`src/rtl/rbb_pkg.sv`:
```
// ----------------------------------------------------------------------------
// rbb_pkg: shared types and constants of the RGBA 3x3 box blur
// Register indexes, field widths, the classification record passed from the
// front end to the back end, and the reciprocal table used for the averages.
// ----------------------------------------------------------------------------
package rbb_pkg;

	localparam int MAX_WIDTH_DEF = 1024;

	localparam int CH_W   = 8;
	localparam int NUM_CH = 4;
	localparam int PIX_W  = CH_W * NUM_CH;

	localparam int WIDTH_REG_W  = 11;
	localparam int HEIGHT_REG_W = 16;
	localparam int CFG_INDEX_W  = 8;
	localparam int CFG_DATA_W   = 16;

	localparam logic [CFG_INDEX_W-1:0] REG_IMAGE_WIDTH  = CFG_INDEX_W'(0);
	localparam logic [CFG_INDEX_W-1:0] REG_IMAGE_HEIGHT = CFG_INDEX_W'(1);

	localparam logic [WIDTH_REG_W-1:0]  WIDTH_RESET  = WIDTH_REG_W'(640);
	localparam logic [HEIGHT_REG_W-1:0] HEIGHT_RESET = HEIGHT_REG_W'(480);

	localparam logic FUNC_PIXEL = 1'b0;
	localparam logic FUNC_FLUSH = 1'b1;

	localparam int QUEUE_DEPTH = 4;

	localparam int SUM_W       = 12;
	localparam int CNT_W       = 4;
	localparam int RECIP_W     = 17;
	localparam int RECIP_SHIFT = 16;
	localparam int PROD_W      = SUM_W + RECIP_W;

	typedef struct packed {
		logic emit;
		logic top_ok;
		logic bot_ok;
		logic left_ok;
		logic right_ok;
		logic frame_end;
	} ctl_t;

	// Rounded-up reciprocals scaled by 2^16; exact for every sum below 2^15.
	function automatic logic [RECIP_W-1:0] recip(input logic [CNT_W-1:0] cnt);
		logic [RECIP_W-1:0] r;
		case (cnt)
			CNT_W'(1): r = RECIP_W'(65536);
			CNT_W'(2): r = RECIP_W'(32768);
			CNT_W'(3): r = RECIP_W'(21846);
			CNT_W'(4): r = RECIP_W'(16384);
			CNT_W'(6): r = RECIP_W'(10923);
			CNT_W'(9): r = RECIP_W'(7282);
			default: r = '0;
		endcase
		return r;
	endfunction

endpackage

```
`src/rtl/rbb_fifo.sv`:
```
// ----------------------------------------------------------------------------
// rbb_fifo: short queue between the front end and the back end
// A register-based first-in first-out buffer with a combinational read port.
// ----------------------------------------------------------------------------
module rbb_fifo import rbb_pkg::*; #(
	parameter int DATA_W = 8
) (
	input  logic              clk,
	input  logic              arst_n,
	input  logic              push,
	input  logic [DATA_W-1:0] push_data,
	output logic              full,
	input  logic              pop,
	output logic [DATA_W-1:0] pop_data,
	output logic              empty
);

	localparam int PTR_W = $clog2(QUEUE_DEPTH);
	localparam int CNT_W_Q = $clog2(QUEUE_DEPTH + 1);

	logic [DATA_W-1:0]  mem_q [QUEUE_DEPTH];
	logic [PTR_W-1:0]   wr_ptr_q;
	logic [PTR_W-1:0]   rd_ptr_q;
	logic [CNT_W_Q-1:0] count_q;
	logic               do_push;
	logic               do_pop;

	assign full     = count_q == CNT_W_Q'(QUEUE_DEPTH);
	assign empty    = count_q == '0;
	assign do_push  = push && !full;
	assign do_pop   = pop && !empty;
	assign pop_data = mem_q[rd_ptr_q];

	always_ff @(posedge clk) begin
		if (do_push) begin
			mem_q[wr_ptr_q] <= push_data;
		end
	end

	always_ff @(posedge clk or negedge arst_n) begin
		if (!arst_n) begin
			wr_ptr_q <= '0;
			rd_ptr_q <= '0;
			count_q  <= '0;
		end else begin
			if (do_push) begin
				wr_ptr_q <= (wr_ptr_q == PTR_W'(QUEUE_DEPTH - 1)) ? '0 : wr_ptr_q + PTR_W'(1);
			end
			if (do_pop) begin
				rd_ptr_q <= (rd_ptr_q == PTR_W'(QUEUE_DEPTH - 1)) ? '0 : rd_ptr_q + PTR_W'(1);
			end
			if (do_push && !do_pop) begin
				count_q <= count_q + CNT_W_Q'(1);
			end else if (do_pop && !do_push) begin
				count_q <= count_q - CNT_W_Q'(1);
			end
		end
	end

endmodule

```
`config.mk`:
```
export PLATFORM = sky130hd
export DESIGN_NAME = rbb_fifo
export DESIGN_NICKNAME = d
export VERILOG_FILES = /design/src/rtl/rbb_pkg.sv /design/src/rtl/rbb_fifo.sv
export SDC_FILE = /design/constraint.sdc
export NUM_CORES = 1
export LEC_CHECK = 0
export BUFFER_PORTS_ARGS = -buffer_cell sky130_fd_sc_hd__buf_2
export CAP_MARGIN = 20
export CELL_PAD_IN_SITES_DETAIL_PLACEMENT = 2
export CELL_PAD_IN_SITES_GLOBAL_PLACEMENT = 2
export CORE_MARGIN = 2
export CORE_UTILIZATION = 45
export DETAILED_ROUTE_END_ITERATION = 10
export GPL_TIMING_DRIVEN = 0
export PLACE_DENSITY = 0.79
export SLEW_MARGIN = 20
export SYNTH_ARGS = -nofsm -noshare
export SYNTH_HDL_FRONTEND = slang
export SYNTH_SLANG_ARGS = --single-unit
```
`constraint.sdc`:
```
create_clock -name clk -period 3.2 [get_ports clk]
set_input_delay 0.64 -clock clk [delete_from_list [all_inputs] [get_ports clk]]
set_output_delay 0.64 -clock clk [all_outputs]
set_load 0.01 [all_outputs]
```
==> results by group <==
Clock tree
  • CTS tree: built
  • CTS Sinks: 39
  • Htree depth: 2
  • Num CTS Buffers: 5
  • Cts hold-fix bufs: 0
  • Clock-pin slew on the worst setup and hold paths: 0.10 ns
  • Postcts setup bufs: 0
  • Clock root cell: clkbuf_4
  • Skew-Pair Late Insertion Delay: 0.33 ns
  • Clock Path Buffers: 2
  • Post-CTS resize count: 0

Floorplan
  • Core area: 3390 sq um
  • Die Area: 4100 sq um
  • I/O pin count: 22
  • Site Rows: 21
  • Die W: 64.0 um
  • Die Y: 64.0 um
  • Starting Density: 47.8%

Layout
  • Fillcell total: 306
  • Most common cell after layout, fill and taps aside: edfxtp_1
  • Most frequent cells in the layout: edfxtp_1 (32), buf_2 (22), mux4_2 (8)
  • Share of cells above drive strength 1: 45.4%
  • Core occupancy in the finished layout: 54.1%
  • Antenna Cells: 0
  • Fin nets: 126
  • Layout area overhead: 13.1%

Power
  • Comb pwr share: 37.9%
  • Int Power: 1080 uW
  • Static Leak: 0.000694 uW
  • Switching Share: 32.4%
  • Flop pwr share: 47.6%
  • Max VDD drop: 0.319 mV
  • Power share of the clock group: 14.5%
  • P_sw: 518 uW
  • Pwr dens: 873 nW/um^2

Drt
  • DR iter-0 viols: 26
  • Final wirelength: 2.97 mm
  • Routed len/inst: 19.3 um
  • DR pass1 iterations: 4
  • Routed Antenna Nets: 0
  • Vias per cell: 4.99
  • Via Count: 769
  • DRC Markers: 0

Setup path
  • Required time worst endpoint: 2.56 ns
  • Worst path depth: 3
  • Crit-path max cell delay: 0.55 ns
  • Slowest library cell on the worst path: mux4_2
  • Worst path bufs/invs: 2
  • Crit-path max FO: 10
  • Crit-path cells: buf_2 -> mux4_2 -> buf_2
  • Worst path most repeated cell: buf_2
  • CP startpoint: rd_ptr_q[0]$_DFFE_PN0P_
  • WS Path Type: reg -> out
  • Setup crit end kind: primary output
  • Crit-path leading delay family: multiplexers
  • Reg2Reg Depth: 8
  • Arr. time, crit path: 1.71 ns
  • Crit start category: flop
  • Critical R2R Launch: count_q[1]$_DFFE_PN0P_

Yosys
  • Largest family of logic cells by synthesized area: multiplexers
  • Post-Synthesis Cells: 79
  • Distinct cells, synth: 19
  • Main synth FF type: edfxtp_1
  • Compound-Gate Fraction of Synth Area: 0%
  • Mux contribution to synthesized area: 15.1%
  • Post-synth EDFFs: 32
  • Synth Area in Simple Gates: 5.41%
  • Adder-cell share of the synthesized area: 5.87%
  • Synth Net Count: 98
  • Synth Area in XOR/XNOR: 1.62%
  • Avg Synthesized Cell Area: 20.5 sq um
  • Synth Warn #: 0
  • Cell area after synthesis: 1620 sq um
  • #FFs+latches synth: 39
  • Seq/Total Area, Yosys: 70.1%
  • Async S/R FF share, synth: 17.9%

Place
  • HPWL Detailed: 2.27 mm
  • IO buf count: 21
  • Gp weighted congestion: 0.695

Timing
  • Period minus WS final: 2.35 ns
  • Final setup vio count: 0
  • Max Clk Rate: 0.426 GHz
  • Worst-Margin Slew: 0.546 ns
  • Max-slew headroom: 63.6%
  • Final Skew: 0.00276 ns
  • Setup tns final: 0 ns
  • Fin. max-slew vios: 0
  • RSZ-0062 raised after global routing: false
  • Worst hold slack: 0.119 ns
  • Final worst path period share: 73.3%
  • Final Hold Fails: 0

Min path
  • Worst Hold Class: in -> async

Global routing
  • Initial antenna violation count: 0
  • Global-route wire length before repair: 4.85 mm
  • Total grt overflow: 0
  • Largest net degree at the start of global routing: 12
  • Vias in the first global route: 938
  • Total track usage: 17.0%

Status
  • Status: completed

Job
  • Max Cap Viol: 0
==> metal layers <==
layer	up-vias	global-route usage, %	part of all wire [%]
met3	5	4.93	3.8
met4	0	5.71	1.4
li1	356	-	-
met2	14	30.3	57
met1	394	19.3	37
met5	-	0	0
==> synth_stat cells, types with 2 or more instances <==
master | number | area share [%]
edfxtp_1 | 32 | 59
dfrtp_1 | 7 | 11
ha_1 | 6 | 4.6
inv_1 | 3 | 0.69
mux2_2 | 3 | 2.1
and2_2 | 4 | 1.9
mux4_2 | 8 | 11
mux2_4 | 2 | 1.9
xor2_1 | 2 | 1.1
nor2_1 | 3 | 0.69
==> stage by stage <==
stage                     instances  worst slack [ns]  instance area, sq um  power [uW]
after floorplan                  79              1.14                  1620        1190
after global placement          146              1.14                  1780        1350
after detailed placement        146              1.05                  1780        1400
after CTS                       154             0.807                  1830        1640
after global routing            154             0.708                  1830        1720
final                           154             0.853                  1830        1600
==> cell families (layout without fill, tap and decap cells) <==
group         Yosys count  in the layout
fa+ha+maj               7              7
buf+inv                 6             35
xor+xnor                3              3
flops                  39             39
simple gates           11             11
mux                    13             13
==> final cells by class <==
class                      count  area (sq um)  share of cell area (%)
sequential                    39          1140                    62.0
multi-input combinational     34           453                    24.7
timing repair buffer          21           105                    5.73
tap                           46          57.6                    3.14
clock buffer                   7          45.0                    2.46
buffer                         3          20.0                    1.09
inverter                       3          11.3                   0.614
clock inverter                 1          5.00                   0.273
==> flip-flops by register name, indices dropped and copies added (netlist names) <==
register / cells
count_q: 3
mem_q: 32
rd_ptr_q: 2
wr_ptr_q: 2
==> worst reg2reg max path: stages, from the launching register on <==
cell      delay (ns)
dfrtp_1         0.47
nor3_1          0.30
nand2b_4        0.21
ha_1            0.20
inv_1           0.07
fa_1            0.38
xor2_1          0.15
nor2_1          0.11
xor2_1          0.17
==> power groups by stage <==
stage	sequential [uW]	combinational (uW)	clock (uW)
3_3_place_gp	763	584	0
5_1_grt	779	675	263
3_5_place_dp	777	623	0
4_1_cts	766	627	242
2_1_floorplan	751	439	0
6_report	762	607	231
==> final timing paths <==
kind,to,slack [ns]
setup reg to reg,count_q[2]$_DFFE_PN0P_,1.06
hold reg to reg,count_q[2]$_DFFE_PN0P_,0.53
min in group clk,mem_q[2][6]$_DFFE_PP_,0.52
setup / recovery,pop_data[5],0.85
hold / removal,rd_ptr_q[0]$_DFFE_PN0P_,0.12
max in group asynchronous,wr_ptr_q[1]$_DFFE_PN0P_,2.92
No activity file was read; power rests on OpenSTA's default activity.
