## src/rtl/rbb_pkg.sv

```systemverilog
// ----------------------------------------------------------------------------
// rbb_pkg: shared types and constants of the RGBA 3x3 box blur
// Register indexes, field widths, the classification record passed from the
// front end to the back end, and the reciprocal table used for the averages.
// ----------------------------------------------------------------------------
package rbb_pkg;

	localparam int MAX_WIDTH_DEF = 1024;

	localparam int CH_W   = 8;
	localparam int NUM_CH = 4;
	localparam int PIX_W  = CH_W * NUM_CH;

	localparam int WIDTH_REG_W  = 11;
	localparam int HEIGHT_REG_W = 16;
	localparam int CFG_INDEX_W  = 8;
	localparam int CFG_DATA_W   = 16;

	localparam logic [CFG_INDEX_W-1:0] REG_IMAGE_WIDTH  = CFG_INDEX_W'(0);
	localparam logic [CFG_INDEX_W-1:0] REG_IMAGE_HEIGHT = CFG_INDEX_W'(1);

	localparam logic [WIDTH_REG_W-1:0]  WIDTH_RESET  = WIDTH_REG_W'(640);
	localparam logic [HEIGHT_REG_W-1:0] HEIGHT_RESET = HEIGHT_REG_W'(480);

	localparam logic FUNC_PIXEL = 1'b0;
	localparam logic FUNC_FLUSH = 1'b1;

	localparam int QUEUE_DEPTH = 4;

	localparam int SUM_W       = 12;
	localparam int CNT_W       = 4;
	localparam int RECIP_W     = 17;
	localparam int RECIP_SHIFT = 16;
	localparam int PROD_W      = SUM_W + RECIP_W;

	typedef struct packed {
		logic emit;
		logic top_ok;
		logic bot_ok;
		logic left_ok;
		logic right_ok;
		logic frame_end;
	} ctl_t;

	// Rounded-up reciprocals scaled by 2^16; exact for every sum below 2^15.
	function automatic logic [RECIP_W-1:0] recip(input logic [CNT_W-1:0] cnt);
		logic [RECIP_W-1:0] r;
		case (cnt)
			CNT_W'(1): r = RECIP_W'(65536);
			CNT_W'(2): r = RECIP_W'(32768);
			CNT_W'(3): r = RECIP_W'(21846);
			CNT_W'(4): r = RECIP_W'(16384);
			CNT_W'(6): r = RECIP_W'(10923);
			CNT_W'(9): r = RECIP_W'(7282);
			default: r = '0;
		endcase
		return r;
	endfunction

endpackage

```

## src/rtl/rbb_front.sv

```systemverilog
// ----------------------------------------------------------------------------
// rbb_front: input acceptance and classification
// Holds the frame registers and the input and output position counters, and
// tags every accepted item with its line-store column and border flags.
// ----------------------------------------------------------------------------
module rbb_front import rbb_pkg::*; #(
	parameter int MAX_WIDTH = MAX_WIDTH_DEF
) (
	input  logic                   clk,
	input  logic                   arst_n,
	input  logic                   cfg_valid,
	output logic                   cfg_ready,
	input  logic [CFG_INDEX_W-1:0] cfg_index,
	input  logic [CFG_DATA_W-1:0]  cfg_data,
	input  logic                   s_tvalid,
	output logic                   s_tready,
	input  logic [PIX_W-1:0]       s_tdata,
	input  logic                   s_tuser,
	input  logic                   q_full,
	output logic                   q_push,
	output logic [$clog2(MAX_WIDTH)-1:0] q_col,
	output logic [PIX_W-1:0]       q_pix,
	output ctl_t                   q_ctl
);

	localparam int COL_W = $clog2(MAX_WIDTH);
	localparam int EW    = (COL_W + 1 > WIDTH_REG_W) ? COL_W + 1 : WIDTH_REG_W;

	localparam logic [1:0] PHASE_ROW0 = 2'd0;
	localparam logic [1:0] PHASE_ROW1 = 2'd1;
	localparam logic [1:0] PHASE_ROWS = 2'd2;

	logic [WIDTH_REG_W-1:0]  width_q;
	logic [HEIGHT_REG_W-1:0] height_q;
	logic [COL_W-1:0]        in_col_q;
	logic [1:0]              in_phase_q;
	logic [COL_W-1:0]        out_col_q;
	logic [HEIGHT_REG_W-1:0] out_row_q;

	logic [EW-1:0]           w_ext;
	logic [EW-1:0]           w_eff;
	logic [EW-1:0]           w_last;
	logic [HEIGHT_REG_W-1:0] h_last;
	logic                    in_last_col;
	logic                    out_last_col;
	logic                    out_last_row;
	logic                    accept;

	assign w_ext = EW'(width_q);

	always_comb begin
		if (width_q == '0) begin
			w_eff = EW'(1);
		end else if (w_ext > EW'(MAX_WIDTH)) begin
			w_eff = EW'(MAX_WIDTH);
		end else begin
			w_eff = w_ext;
		end
	end

	assign w_last       = w_eff - EW'(1);
	assign h_last       = (height_q == '0) ? '0 : height_q - HEIGHT_REG_W'(1);
	assign in_last_col  = EW'(in_col_q) >= w_last;
	assign out_last_col = EW'(out_col_q) >= w_last;
	assign out_last_row = out_row_q >= h_last;

	assign cfg_ready = 1'b1;
	assign s_tready  = !q_full;
	assign accept    = s_tvalid && s_tready;
	assign q_push    = accept;
	assign q_col     = in_col_q;
	assign q_pix     = (s_tuser == FUNC_FLUSH) ? '0 : s_tdata;

	always_comb begin
		q_ctl.emit      = (in_phase_q == PHASE_ROWS) ||
		                  (in_phase_q == PHASE_ROW1 && in_col_q != '0);
		q_ctl.top_ok    = out_row_q != '0;
		q_ctl.bot_ok    = !out_last_row;
		q_ctl.left_ok   = out_col_q != '0;
		q_ctl.right_ok  = !out_last_col;
		q_ctl.frame_end = out_last_row && out_last_col;
	end

	always_ff @(posedge clk or negedge arst_n) begin
		if (!arst_n) begin
			width_q    <= WIDTH_RESET;
			height_q   <= HEIGHT_RESET;
			in_col_q   <= '0;
			in_phase_q <= PHASE_ROW0;
			out_col_q  <= '0;
			out_row_q  <= '0;
		end else if (cfg_valid) begin
			case (cfg_index)
				REG_IMAGE_WIDTH: begin
					width_q    <= cfg_data[WIDTH_REG_W-1:0];
					in_col_q   <= '0;
					in_phase_q <= PHASE_ROW0;
					out_col_q  <= '0;
					out_row_q  <= '0;
				end
				REG_IMAGE_HEIGHT: begin
					height_q   <= cfg_data[HEIGHT_REG_W-1:0];
					in_col_q   <= '0;
					in_phase_q <= PHASE_ROW0;
					out_col_q  <= '0;
					out_row_q  <= '0;
				end
				default: begin
				end
			endcase
		end else if (accept) begin
			if (q_ctl.emit && q_ctl.frame_end) begin
				in_col_q   <= '0;
				in_phase_q <= PHASE_ROW0;
				out_col_q  <= '0;
				out_row_q  <= '0;
			end else begin
				if (in_last_col) begin
					in_col_q <= '0;
					if (in_phase_q != PHASE_ROWS) begin
						in_phase_q <= in_phase_q + 2'd1;
					end
				end else begin
					in_col_q <= in_col_q + COL_W'(1);
				end
				if (q_ctl.emit) begin
					if (out_last_col) begin
						out_col_q <= '0;
						out_row_q <= out_row_q + HEIGHT_REG_W'(1);
					end else begin
						out_col_q <= out_col_q + COL_W'(1);
					end
				end
			end
		end
	end

endmodule

```

## config.mk

```make
export PLATFORM = sky130hd
export DESIGN_NAME = rbb_front
export DESIGN_NICKNAME = d
export VERILOG_FILES = /design/src/rtl/rbb_pkg.sv /design/src/rtl/rbb_front.sv
export SDC_FILE = /design/constraint.sdc
export NUM_CORES = 1
export LEC_CHECK = 0
export ABC_AREA = 1
export BUFFER_PORTS_ARGS = -buffer_cell sky130_fd_sc_hd__buf_2
export CAP_MARGIN = 20
export CELL_PAD_IN_SITES_DETAIL_PLACEMENT = 1
export CELL_PAD_IN_SITES_GLOBAL_PLACEMENT = 2
export CORE_MARGIN = 2
export CORE_UTILIZATION = 33
export CTS_BUF_LIST = sky130_fd_sc_hd__clkbuf_16
export DETAILED_ROUTE_END_ITERATION = 6
export PLACE_DENSITY = 0.95
export SLEW_MARGIN = 15
export SYNTH_ARGS = -nofsm -noshare
export SYNTH_HDL_FRONTEND = slang
export SYNTH_SLANG_ARGS = --single-unit
```

## constraint.sdc

```tcl
create_clock -name clk -period 9.9 [get_ports clk]
set_clock_uncertainty 0.1 [all_clocks]
set_input_delay 1.98 -clock clk [delete_from_list [all_inputs] [get_ports clk]]
set_output_delay 1.98 -clock clk [all_outputs]
set_load 0.02 [all_outputs]
```

==> results of run 1 <==
## sequential cells by signal, indices dropped and copies added (netlist names)
signal	cells
height_q	16
in_phase_q	2
out_col_q	10
out_row_q	16
q_col	10
w_ext	11
## layout by cell type, fill, tap and decap left out, types with 6 or more instances in the layout
cell,netlist,routed
nor4_1,8,8
nand4_1,18,18
a21oi_1,10,10
inv_1,125,126
clkbuf_16,0,9
nor3_1,22,22
buf_2,1,111
nand2_2,10,10
xnor2_1,6,6
nand2_1,142,142
nand3b_1,6,6
dfrtp_1,59,59
dfstp_2,6,6
o21ai_0,37,37
nand3_1,57,57
nor2_1,90,90
o21ai_2,9,9
ha_1,38,38
xor2_1,29,29
## report_power, final
group          internal [mW]  switching [mW]  total, mW
sequential             0.306          0.0555      0.361
clock                  0.193           0.125      0.317
combinational          0.195           0.332      0.526
## metal layers
metal | up-vias | GRT usage
met1 | 2373 | 0.228
met4 | 0 | 0.0512
met3 | 17 | 0.0396
met2 | 87 | 0.333
li1 | 2536 | -
met5 | - | 0
## worst max path at each step
stage                     endpoint         from  slack [ns]
final                     q_ctl[0]  height_q[0]        3.60
after global placement    q_ctl[0]  height_q[0]        4.20
after floorplan           q_ctl[0]  height_q[0]        4.75
after detailed placement  q_ctl[0]  height_q[0]        4.09
after CTS                 q_ctl[0]  height_q[0]        3.64
after global routing      q_ctl[0]  height_q[0]        3.21
## logic make-up after synthesis
| logic type | after synthesis | share of synthesized area |
|---|---|---|
| AND/OR/NAND/NOR | 368 | 0.320 |
| buffers and inverters | 146 | 0.117 |
| AO/OA/AOI/OAI | 71 | 0.0859 |
| flip-flops | 65 | 0.315 |
| adder cells (fa/ha/maj) | 38 | 0.0917 |
| XOR/XNOR | 35 | 0.0591 |
| multiplexers | 5 | 0.0109 |
| other | 1 | 0.000723 |
## Yosys cell counts, drive strengths merged
library cell / number / share of area
a2111oi: 1 / 0.0017
a21boi: 1 / 0.0014
a21oi: 11 / 0.013
a31o: 1 / 0.0017
a31oi: 2 / 0.0024
and3: 1 / 0.0012
buf: 6 / 0.014
clkbuf: 12 / 0.0087
conb: 1 / 0.00072
dfrtp: 59 / 0.28
dfstp: 6 / 0.030
ha: 38 / 0.092
inv: 128 / 0.094
mux2: 5 / 0.011
nand2: 153 / 0.12
nand3: 59 / 0.059
nand3b: 6 / 0.0087
nand4: 18 / 0.022
nor2: 94 / 0.072
nor3: 22 / 0.021
nor3b: 2 / 0.0039
nor4: 8 / 0.0096
o211ai: 1 / 0.0014
o21ai: 48 / 0.053
o21bai: 3 / 0.0065
o41ai: 3 / 0.0051
or2: 5 / 0.0060
xnor2: 6 / 0.010
xor2: 29 / 0.049
## worst max-delay path: stages (launching register included)
cell and delay (ns):
dfrtp_1 0.40, inv_1 0.09, ha_1 0.18, inv_1 0.05, nor3_1 0.25, nand2_1 0.16, nor4_1 0.75, xor2_1 0.20
nand2_1 0.07, ha_1 0.28, nand2_1 0.07, inv_1 0.05, o21ai_0 0.10, a21oi_1 0.10, a2111oi_0 0.46, and3_1 0.32
inv_1 0.07, nand2_1 0.08, inv_1 0.04, buf_2 0.15
## layout make-up
class                           instances  share of cell area
Timing Repair Buffer                  113              0.0927
Tap cell                              211              0.0426
Sequential cell                        65               0.264
Inverter                              128              0.0784
Multi-Input combinational cell        518               0.476
Clock buffer                            9              0.0364
Clock inverter                          7              0.0103
## metrics by stage
stage	area, µm²	hold slack [ns]	utilization	setup slack [ns]	instances
finish	6190	0.414	0.406	3.60	1051
global route	6190	0.443	0.406	3.21	1051
detailed placement	5890	0.414	0.386	4.09	1034
CTS	6180	0.425	0.405	3.64	1050
global placement	5890	0.398	0.386	4.20	1034
floorplan	5190	0.375	-	4.75	729
==> results.sh, run 1 <==
export IMPL_clk_pin_slew_ns=0.06
export IMPL_track_usage=0.187
export IMPL_gp_congestion=0.801
export IMPL_h_tree_depth=3
export IMPL_fp_row_count=45
export IMPL_antenna_found_initial=0
export IMPL_p_total_mw=1.20
export IMPL_rsz0062_at_grt="no"
export IMPL_rr_startpoint="height_q[0]"
export IMPL_port_buffers=111
export IMPL_final_layout_size_suffix_gt1_frac=0.210
export IMPL_fin_crit_sh=0.637
export IMPL_wirelength_um=14600
export IMPL_route_detailed_wl_per_inst_um=13.9
export IMPL_clock_sinks=65
export IMPL_start_util=0.340
export IMPL_vdd_drop_max_mv=0.0961
export IMPL_yosys_register_bits=65
export IMPL_cts_resized=0
export IMPL_multi_input_area_um2=2950
export IMPL_routed_top_layer="met4"
export IMPL_synth_nets=829
export IMPL_crit_type="reg2out"
export IMPL_setup_viol=0
export IMPL_min_to="in_phase_q[1]"
export IMPL_root_buffer="clkbuf_16"
export IMPL_worstPathArrival_ns=4.22
export IMPL_vias_per_cell=4.77
export IMPL_firstDrtPassIters=4
export IMPL_met3_length_um=553
export IMPL_grt_pass1_wl_um=24900
export IMPL_start_kind="register"
export IMPL_worst_pin_slew_ns=0.959
export IMPL_maxCapViolations=0
export IMPL_synthCells=729
export IMPL_grt_max_degree=66
export IMPL_max_freq_mhz=159
export IMPL_r2r_cells=21
export IMPL_die_width_um=129
export IMPL_syn_avg_cell_area_um2=7.12
export IMPL_hp_start="in_phase_q[1]"
export IMPL_reg2reg_slack_ns=5.11
export IMPL_fillers=1980
export IMPL_regArea_um2=1630
export IMPL_min_path_cells=2
export IMPL_grt_pass1_vias=5198
export IMPL_drc=0
export IMPL_end_kind="output port"
export IMPL_cts_setup_buffers=0
export IMPL_status="complete, no violations"
export IMPL_ant_nets=0
export IMPL_core_um2=15300
export IMPL_nets=935
export IMPL_synth_distinct_cells=44
export IMPL_mappedNetlistArea_um2=5190
export IMPL_ys_seq_area_frac=0.315
export IMPL_cts_tree="done"
export IMPL_clock_path_buffers=2
export IMPL_grt_ovfl_total=0
export IMPL_die_area_um2=16700
export IMPL_post_route_min_period_ns=6.30
export IMPL_antennaDiodeCount=0
export IMPL_r2r_end="out_row_q[7]"
export IMPL_pwr_density_cell_nw_per_um2=194
export IMPL_hpwl_um=11500
export IMPL_wl_met1_um=6440
export IMPL_cts_buffers=9
export IMPL_min_path_type="reg2reg"
export IMPL_routed_wl_met2_um=7360
export IMPL_dieHeight_um=129
export IMPL_critPathMaxFanout=6
export IMPL_leakage_nw=3.33
export IMPL_fin_tns_setup_ns=0
export IMPL_hold_viol_final=0
export IMPL_area_growth_pct=19.4
export IMPL_yosys_warnings=0
export IMPL_first_iter_violations=251
export IMPL_hold_buffers=0
export IMPL_slew_viol_final=0
export IMPL_ioPinCount=113
export IMPL_via_count=5013
export IMPL_slew_headroom=0.355
export IMPL_clk_latency_ns=0.34
export IMPL_required_ns=7.82
Power figures use the tool's default switching activity.
==> inputs of run 2 (changes only) <==
--- a/config.mk
+++ b/config.mk
@@ -11,10 +11,10 @@
 export CELL_PAD_IN_SITES_DETAIL_PLACEMENT = 1
 export CELL_PAD_IN_SITES_GLOBAL_PLACEMENT = 2
 export CORE_MARGIN = 2
-export CORE_UTILIZATION = 33
+export CORE_UTILIZATION = 28
 export CTS_BUF_LIST = sky130_fd_sc_hd__clkbuf_16
 export DETAILED_ROUTE_END_ITERATION = 6
-export PLACE_DENSITY = 0.95
+export PLACE_DENSITY = 0.86
 export SLEW_MARGIN = 15
 export SYNTH_ARGS = -nofsm -noshare
 export SYNTH_HDL_FRONTEND = slang
==> constraint.sdc (replaced) <==
create_clock -name clk -period 5.3 [get_ports clk]
set_clock_uncertainty 0.1 [all_clocks]
set_input_delay 1.06 -clock clk [delete_from_list [all_inputs] [get_ports clk]]
set_output_delay 1.06 -clock clk [all_outputs]
set_load 0.02 [all_outputs]
==> results.sh, run 2 (synthesis results as in run 1) <==
export IMPL_pwr_density_cell_nw_per_um2=367
export IMPL_crit_top_cell="inv_1"
export IMPL_slowest_delay_ns=0.40
export IMPL_required_ns=4.14
export IMPL_via_count=4971
export IMPL_fin_tns_setup_ns=0
export IMPL_cts_tree="done"
export IMPL_track_usage=0.155
export IMPL_core_um2=18100
export IMPL_clock_path_buffers=2
export IMPL_grt_max_degree=54
export IMPL_area_growth_pct=20.5
export IMPL_grt_pass1_vias=4965
export IMPL_fillers=2309
export IMPL_wirelength_um=14600
export IMPL_final_common_cell="nand2_1"
export IMPL_slew_viol_final=0
export IMPL_die_width_um=140
export IMPL_slew_headroom=0.343
export IMPL_layout_setup_ws_ns=0.524
export IMPL_drc=6
export IMPL_post_route_util=0.346
export IMPL_grt_ovfl_total=0
export IMPL_fin_crit_sh=0.901
export IMPL_fp_row_count=49
export IMPL_post_route_min_period_ns=4.78
export IMPL_hpwl_um=11700
export IMPL_start_util=0.287
export IMPL_violations="DRC"
export IMPL_hold_viol_final=0
export IMPL_grt_pass1_wl_um=24500
export IMPL_rsz0062_at_grt="no"
export IMPL_gp_congestion=0.785
export IMPL_multi_input_area_um2=2950
export IMPL_nets=938
export IMPL_final_cell_mix="nand2_1, inv_1, buf_2"
export IMPL_antenna_found_initial=0
export IMPL_clock_sinks=65
export IMPL_start_kind="register"
export IMPL_status="complete, but fails checks"
export IMPL_worst_pin_slew_ns=0.983
export IMPL_crit_type="reg2out"
export IMPL_path_cells="inv_1, ha_1, inv_1, nor3_1, nand2_1, nor2_1, nand4_1, buf_4, nand2_1, ha_1, nand2_1, inv_1, o21ai_0, a21oi_1, a2111oi_1, and3_1, inv_1, nand2_1, inv_1, buf_2"
export IMPL_min_path_type="reg2reg"
export IMPL_crit_family="simple AND/OR/NAND/NOR gates"
export IMPL_dieHeight_um=140
export IMPL_vias_per_cell=4.64
export IMPL_max_freq_mhz=209
export IMPL_regArea_um2=1630
export IMPL_leakage_nw=3.35
export IMPL_ant_nets=0
export IMPL_pre_cts_ws_ns=0.737
export IMPL_maxCapViolations=0
export IMPL_die_area_um2=19600
export IMPL_cts_buffers=9
export IMPL_root_buffer="clkbuf_16"
export IMPL_antennaDiodeCount=0
export IMPL_critPathMaxFanout=8
export IMPL_final_layout_size_suffix_gt1_frac=0.215
export IMPL_setup_viol=0
export IMPL_clk_latency_ns=0.35
export IMPL_vdd_drop_max_mv=0.180
export IMPL_h_tree_depth=3
export IMPL_path_buf_inv=7
export IMPL_port_buffers=111
export IMPL_ioPinCount=113
export IMPL_route_detailed_wl_per_inst_um=13.7
export IMPL_first_iter_violations=166
export IMPL_firstDrtPassIters=7
export IMPL_worstPathArrival_ns=3.62
export IMPL_end_kind="output port"
export IMPL_hold_buffers=0
export IMPL_crit_slowest_cell="dfrtp_1"
export IMPL_clk_pin_slew_ns=0.06
-- run 2: where the power goes --
| part | internal [mW] | switching [mW] |
|---|---|---|
| clock | 0.369 | 0.252 |
| combinational | 0.377 | 0.618 |
| sequential | 0.571 | 0.107 |
-- run 2: repair_timing --
item / CTS / global route
gates resized for setup: 0 / 1
buffers inserted: 0 / 2
setup endpoints to repair: 0 / 1
-- run 2: layer usage --
layer  GRT usage  vias up  routed length, µm
met1       0.188     2335               6660
met4      0.0351        0                157
met3      0.0379       15                504
met5           0        -                  0
li1            -     2547                  -
met2       0.277       74               7320
-- run 2: final cells by class --
| type | instances | share of cell area |
|---|---|---|
| clock buffer | 9 | 0.0360 |
| clock inverter | 7 | 0.0124 |
| inverter | 128 | 0.0777 |
| multi-input combinational | 518 | 0.472 |
| sequential | 65 | 0.261 |
| tap | 229 | 0.0458 |
| timing repair buffer | 116 | 0.0949 |
-- run 2: per-stage QoR --
step | instances | instance area, µm² | hold WS [ns] | power [mW]
2_1_floorplan | 729 | 5190 | 0.375 | 1.37
3_3_place_gp | 1054 | 5930 | 0.402 | 1.66
3_5_place_dp | 1054 | 5930 | 0.413 | 1.68
4_1_cts | 1070 | 6230 | 0.425 | 2.32
5_1_grt | 1072 | 6250 | 0.438 | 2.50
6_report | 1072 | 6250 | 0.416 | 2.29
-- run 2: worst paths after layout --
| kind | from | endpoint | slack (ns) | cells past startpoint |
|---|---|---|---|---|
| worst max-delay path | height_q[0] | q_ctl[0] | 0.52 | 20 |
| worst min-delay path | height_q[1] | height_q[1] | 0.42 | 2 |
| worst max register to register | w_ext[3] | q_col[2] | 1.12 | 25 |
| worst min register to register | height_q[1] | height_q[1] | 0.42 | 2 |
| max in group asynchronous | arst_n | out_row_q[13] | 3.60 | 2 |
| min in group asynchronous | arst_n | q_col[9] | 0.50 | 1 |
-- run 2: tightest hold or removal path, stage by stage, from the launching register on --
cell and delay, ns:
dfrtp_1 0.36, nand2_1 0.05, o21ai_0 0.07
